## src/mlq_ram.sv

```systemverilog
// Simple dual-port synchronous RAM with one write port and one registered read port.
`default_nettype none

module mlq_ram #(
  parameter int DEPTH = 4,
  parameter int WIDTH = 1,
  localparam int AW   = (DEPTH > 1) ? $clog2(DEPTH) : 1
) (
  input  logic             clk_i,
  input  logic             we_i,
  input  logic [AW-1:0]    waddr_i,
  input  logic [WIDTH-1:0] wdata_i,
  input  logic [AW-1:0]    raddr_i,
  output logic [WIDTH-1:0] rdata_o
);

  logic [WIDTH-1:0] mem [0:DEPTH-1];
  logic [WIDTH-1:0] rdata_q;

  // Write port and registered read port.
  always_ff @(posedge clk_i) begin
    if (we_i) begin
      mem[waddr_i] <= wdata_i;
    end
    rdata_q <= mem[raddr_i];
  end

  assign rdata_o = rdata_q;

endmodule

`default_nettype wire

```

## config.mk

```make
export PLATFORM = sky130hd
export DESIGN_NAME = mlq_ram
export DESIGN_NICKNAME = d
export VERILOG_FILES = /design/src/mlq_ram.sv
export SDC_FILE = /design/constraint.sdc
export NUM_CORES = 1
export LEC_CHECK = 0
export BUFFER_PORTS_ARGS = -buffer_cell sky130_fd_sc_hd__buf_2
export CAP_MARGIN = 20
export CORE_AREA = 2 2 39 41
export CTS_CLUSTER_DIAMETER = 200
export DETAILED_ROUTE_END_ITERATION = 10
export DIE_AREA = 0 0 41 43
export PLACE_DENSITY = 0.41
export SYNTH_ARGS = -nofsm -noshare
export SYNTH_HDL_FRONTEND = slang
export SYNTH_SLANG_ARGS = --single-unit
```

## constraint.sdc

```tcl
create_clock -name clk_i -period 1.05 [get_ports clk_i]
set_input_delay 0.105 -clock clk_i [delete_from_list [all_inputs] [get_ports clk_i]]
set_output_delay 0.105 -clock clk_i [all_outputs]
set_load 0.05 [all_outputs]
```

==> summary.txt, run 1 <==
Outcome
  – Status: complete, no violations

STA
  – TNS Setup: 0 ns
  – Crit share post-route: 0.897
  – Final setup fails: 0
  – Post-route minimum period: 0.942 ns
  – Slew of the pin with the lowest slew margin: 0.247 ns
  – RSZ-0062 raised after global routing: false
  – Worst slew margin: 0.836
  – Highest clock rate: around 1100 MHz
  – Final Hold Fails: 0
  – Slew Limit Fails: 0
  – Clk_skew: around 0.0035 ns

Worst setup path
  – Reg2Reg Depth: 1
  – Critical Path Sink Type: register
  – Origin of the critical flop-to-flop path: mem[2]
  – Worst-path fanout max: 1
  – Critical path class: register to register
  – Bufs and invs on worst path: 0
  – Worst Setup Start Kind: register
  – Worst R2R Setup Slack: between 0.1 and 0.15 ns
  – Setup crit end: rdata_o
  – Max incr delay on CP: between 0.4 and 0.5 ns
  – Slowest cell on crit path: mux4_2
  – Worst Path Required: approximately 1.2 ns
  – Crit-path cells: mux4_2
  – Crit path from: mem[2]
  – Crit path max-delay family: multiplexers
  – RR Endpoint: rdata_o
  – Arrival time worst endpoint: 1.05 ns
  – CP Depth: 1

Power and ir drop
  – Power Dens Cells: 1780 nW/um2
  – Leak pwr: ~0.12 nW
  – Maximum vdd drop: about 580 uV
  – Switching Fraction: 0.221
  – P_sw: roughly 110 uW
  – Flop pwr share: 0.463
  – Comb pwr share: 0.094
  – P_int: roughly 380 uW
  – Clock power share: 0.443

Cells and area
  – Nets: 29
  – Fin cells: 37
  – Final Core Density: 0.200
  – Number of diodes: 0
  – Area delta synth->final: 42.6%
  – Commonest non-fill, non-tap cell in the layout: buf_2
  – Most frequent cells in the layout: 7 x buf_2, 4 x edfxtp_1, 3 x clkbuf_4
  – Finished layout cell area: 277 um2
  – Fill count: ~160
  – Layout cells sized above 1: 0.571

Logic synthesis
  – Post-synth cell types: 6
  – #FFs+latches synth: 5
  – Cell accounting for the most synthesized area: edfxtp_1
  – Sequential-to-total area share from yosys stat: 0.723
  – Synthesized area: a little under 200 um2
  – Mean post-synth cell area: roughly 19 um2
  – Top-area cell type share of the netlist area: 0.619
  – Yosys synthesis warning count: 0
  – Synth area leaders: edfxtp_1 62%, mux4_2 12%, dfxtp_1 10%
  – Syn Inst Count: 10
  – Synth Net Count: 17

Job
  – Max Cap Viol: 0

GRT
  – Largest net degree at the start of global routing: 5
  – Vias in the first global route: 161
  – GRT Util Overall: 0.0588
  – Global route overflow: 0
  – Initial antenna violation count: 0
  – First-pass GRT wire length: ~640 um

Clock tree
  – Clock sinks: 5
  – TritonCTS buffer count: 3
  – Post-CTS Setup Bufs: 0
  – CTS tree: yes
  – Resize count post-CTS: 0
  – CTS Hold Buffers Added: 0
  – Root Buffer: clkbuf_4
  – Worst-path clk slew: around 0.050 ns
  – CTS Buffer Depth: 2
  – Worst-Skew Late Latency: about 0.24 ns
  – H-Tree Level Count: 1

Die
  – Die Y: ~43 um
  – Die area: approximately 1800 um2
  – Rows: 14
  – Die width: 41 um
  – Starting Density: 0.140
  – I/O Pins: 8
  – Core Region: between 1000 and 1500 um2

Drt
  – Initial DRC Count: 3
  – Post-DRT Antenna Nets: 0
  – Routed len/inst: 8.97 um
  – Routed wire length: around 330 um
  – Residual DRC count: 0
  – Routed vias/inst: roughly 3.6
  – Vias: between 100 and 150
  – First-pass DRT Iterations: 2

Min path
  – HP Class: primary input to register

Placement
  – Placer Congestion: just under 0.6
  – Inst Count DP: 33
  – Port-buffer cells: 7
  – Cell Area, Placed: ~250 um2
## stage by stage
step	hold slack (ns)	worst slack, ns	total power [mW]
after global routing	0.0831	0.0772	0.524
after global placement	0.324	0.137	0.277
after CTS	0.0807	0.0996	0.506
final	0.0860	0.108	0.493
after detailed placement	0.335	0.119	0.279
after floorplan	0.204	0.141	0.258
## power by group through the flow
stage	registers, mW	clock network (mW)	logic (mW)
3_5_place_dp	0.232	0	0.0470
6_report	0.229	0.218	0.0464
2_1_floorplan	0.246	0	0.0120
3_3_place_gp	0.232	0	0.0448
4_1_cts	0.229	0.230	0.0474
5_1_grt	0.230	0.242	0.0514
## cell usage after synthesis
cell      n
mux4_2    1
dfxtp_1   1
and3b_1   2
edfxtp_1  4
and3_1    1
nor3b_1   1
## sequential cells by signal (all words and copies together) (netlist names)
register	flops
mem	4
rdata_o	1
## area by class of cell
| class | count | area, um2 | share of cell area |
|---|---|---|---|
| multi-input combinational | 5 | 53.8 | 0.195 |
| timing repair buffer | 7 | 35.0 | 0.127 |
| clock buffer | 3 | 22.5 | 0.0814 |
| clock inverter | 1 | 5.00 | 0.0181 |
| sequential | 5 | 140 | 0.507 |
| tap | 16 | 20.0 | 0.0724 |
## layer usage
layer,track usage,vias to the layer above,routed length (um)
li1,-,64,-
met1,0.0629,63,152
met2,0.0750,8,137
met3,0.0628,0,42
met4,0.0200,0,0
met5,0,-,0
## kinds of logic (layout without fill, tap and decap cells)
kind of cell           after synthesis  in the layout  share of synthesized area
flip-flops                           5              5                      0.723
AND/OR/NAND/NOR                      4              4                      0.161
multiplexers                         1              1                      0.116
buffers and inverters                0             11                          0
## how the worst min path moves through the flow
stage | depth (start not counted) | start | endpoint
final | 1 | wdata_i | mem[0]
after global routing | 1 | wdata_i | mem[2]
after CTS | 1 | wdata_i | mem[0]
after detailed placement | 1 | wdata_i | mem[0]
after global placement | 1 | wdata_i | mem[2]
after floorplan | 0 | wdata_i | mem[0]
No activity file was read; power rests on OpenSTA's default activity.
==> run 2, diff against run 1 <==
--- a/config.mk
+++ b/config.mk
@@ -5,13 +5,14 @@
 export SDC_FILE = /design/constraint.sdc
 export NUM_CORES = 1
 export LEC_CHECK = 0
+export ABC_AREA = 1
 export BUFFER_PORTS_ARGS = -buffer_cell sky130_fd_sc_hd__buf_2
 export CAP_MARGIN = 20
 export CORE_AREA = 2 2 39 41
 export CTS_CLUSTER_DIAMETER = 200
 export DETAILED_ROUTE_END_ITERATION = 10
 export DIE_AREA = 0 0 41 43
-export PLACE_DENSITY = 0.41
+export PLACE_DENSITY = 0.44
 export SYNTH_ARGS = -nofsm -noshare
 export SYNTH_HDL_FRONTEND = slang
 export SYNTH_SLANG_ARGS = --single-unit
==> run 2 against run 1 <==
Critical path type is now register to output pin. Critical path depth unchanged. Sequential share of layout area down 5.5 points. Non-clock buffer count is the same. Register-to-register slack improved by 0.25 ns.
==> summary.txt, run 2 <==
Power and ir drop
  – Leak pwr: 0.160 nW (+36%)
  – Power Dens Cells: 1620 nW/um2 (-9.2%)
  – Total power: 503 uW (+1.9%)
  – Maximum vdd drop: 465 uV (-20%)

STA
  – Slew Limit Fails: 0 (unchanged)
  – Clk_skew: 0.00588 ns (+0.00234 ns)
  – Final Hold Fails: 0 (unchanged)
  – Crit share post-route: 0.844 (-0.0537)
  – TNS Setup: 0 ns (unchanged)
  – Post-route minimum period: 0.886 ns (-0.0564 ns)
  – Final setup fails: 0 (unchanged)
  – Final hold slack: 0.0845 ns (-0.00145 ns)
  – Worst slew margin: 0.837 (+0.00107)
  – Highest clock rate: 1130 MHz (+6.4%)
  – Final worst slack: 0.164 ns (+0.0564 ns)
  – Slew of the pin with the lowest slew margin: 0.246 ns (-0.00161 ns)
  – RSZ-0062 raised after global routing: false

Clock tree
  – CTS tree: yes
  – Resize count post-CTS: 0 (unchanged)
  – TritonCTS buffer count: 3 (unchanged)
  – Root Buffer: clkbuf_4
  – H-Tree Level Count: 1 (unchanged)
  – CTS Hold Buffers Added: 0 (unchanged)
  – Worst-path clk slew: 0.05 ns (about the same)
  – CTS Buffer Depth: 2 (unchanged)
  – Clock sinks: 5 (unchanged)
  – Worst-Skew Late Latency: 0.24 ns (about the same)
  – Post-CTS Setup Bufs: 0 (unchanged)

Worst setup path
  – Arrival time worst endpoint: 0.78 ns (-0.27 ns)
  – Crit-path cells: buf_2
  – Origin of the critical flop-to-flop path: mem[2]
  – Critical path class: register to output pin
  – RR Endpoint: rdata_o
  – Critical Path Sink Type: output pin
  – Crit path from: rdata_o
  – Reg2Reg Depth: 4 (+3)
  – CP Depth: 1 (unchanged)
  – Worst Setup Start Kind: register
  – Worst-path fanout max: 1 (unchanged)
  – Crit path max-delay family: flip-flops
  – Slowest cell on crit path: dfxtp_1
  – Max incr delay on CP: 0.30 ns (-0.16 ns)
  – Bufs and invs on worst path: 1 (+1)
  – Worst R2R Setup Slack: 0.36 ns (+0.25 ns)
  – Worst Path Required: 0.94 ns (-0.22 ns)

Min path
  – Hold Path Depth: 1 (unchanged)
  – HP Class: primary input to register
  – Hold path startpoint: wdata_i
  – Hold worst-path end: mem[2]

Drt
  – First-pass DRT Iterations: 1 (-1)
  – Vias: 184 (+36%)
  – Routed wire length: 340 um (+2.4%)
  – Residual DRC count: 0 (unchanged)
  – Routed vias/inst: 3.54 (-3.0%)
  – Post-DRT Antenna Nets: 0 (unchanged)
  – Routed len/inst: 6.54 um (-27%)
  – Initial DRC Count: 0 (-3)

Placement
  – Inst Count DP: 48 (+45%)
  – Port-buffer cells: 7 (unchanged)
  – Cell Area, Placed: 283 um2 (+14%)
  – Placer Congestion: 0.606 (+1.9%)
  – Post-place setup slack: 0.262 ns (+0.144 ns)

Cells and area
  – Area delta synth->final: 36.3%
  – Fin cells: 52 (+41%)
  – Number of diodes: 0 (unchanged)
  – Layout cells sized above 1: 0.333 (-0.238)
  – Finished layout cell area: 310 um2 (+12%)
  – Most frequent cells in the layout: 9 x inv_1, 7 x buf_2, 5 x nand2_1
  – Commonest non-fill, non-tap cell in the layout: inv_1
  – Max reg flops: 4 (unchanged)
  – Nets: 44 (+52%)
  – Final Core Density: 0.224 (+0.0244)
  – Biggest register: mem

Logic synthesis
  – Post-synth cell types: 7 (+1)
  – Mean post-synth cell area: 9.11 um2 (-53%)
  – EDFF count, synth: 4 (unchanged)
  – Synth async-reset ratio: 0 (unchanged)
  – Sequential-to-total area share from yosys stat: 0.615 (-0.107)
  – Most numerous cell in the Yosys netlist: inv_1
  – Yosys synthesis warning count: 0 (unchanged)
  – Synth Net Count: 32 (+15)
  – Syn Inst Count: 25 (+15)
  – Synth Flop Type: edfxtp_1
  – Cell accounting for the most synthesized area: edfxtp_1
  – Synthesized area: 228 um2 (+17%)
  – Commonest cells post-synth: 9 x inv_1, 5 x nand2_1, 4 x edfxtp_1, 3 x nor3_1, 2 x nand3_1
  – #FFs+latches synth: 5 (unchanged)
  – Top-area cell type share of the netlist area: 0.527 (-0.0919)
  – Synth area leaders: edfxtp_1 53%, inv_1 15%, dfxtp_1 8.8%

Die
  – Die area: 1760 um2 (unchanged)
  – Starting Density: 0.165 (+0.0244)
  – Rows: 14 (unchanged)
  – Core Region: 1380 um2 (unchanged)
  – Die width: 41 um (unchanged)
  – I/O Pins: 8 (unchanged)
  – Die Y: 43 um (unchanged)

GRT
  – Initial antenna violation count: 0 (unchanged)
  – GRT Util Overall: 0.0485 (-0.0103)
  – Vias in the first global route: 142 (-12%)
  – Largest net degree at the start of global routing: 5 (unchanged)
  – Global route overflow: 0 (unchanged)
  – First-pass GRT wire length: 489 um (-24%)

Outcome
  – Status: complete, no violations

Job
  – Max Cap Viol: 0 (unchanged)
-- run 2: cell families after synthesis --
group,count (synthesis),share of synthesized area
simple gates,11,0.236
buf+inv,9,0.148
flops,5,0.615
-- run 2: how the worst max path moves through the flow --
stage,slack (ns),endpoint
2_1_floorplan,0.36,rdata_o
3_3_place_gp,0.26,mem[2]
3_5_place_dp,0.26,mem[2]
4_1_cts,0.15,rdata_o
5_1_grt,0.12,rdata_o
6_report,0.16,rdata_o
-- run 2: final cells by class --
cell class                      instances  area (um2)
Clock buffer                            3        22.5
Clock inverter                          1        5.00
Fill cell                             155        1070
Inverter                                9        33.8
Multi-Input combinational cell         11        53.8
Sequential cell                         5         140
Tap cell                               16        20.0
Timing Repair Buffer                    7        35.0
-- run 2: report_power, final --
| group | switching [mW] | internal [mW] | total, mW |
|---|---|---|---|
| clock network | 0.0818 | 0.138 | 0.220 |
| registers | 0.00236 | 0.226 | 0.229 |
| logic | 0.0351 | 0.0189 | 0.0541 |
-- run 2: layer usage --
metal	up-vias	track usage	wire length, um
li1	98	-	-
met1	77	0.0361	159
met2	9	0.0594	132
met3	0	0.0628	47
met4	0	0.0400	0
met5	-	0	0
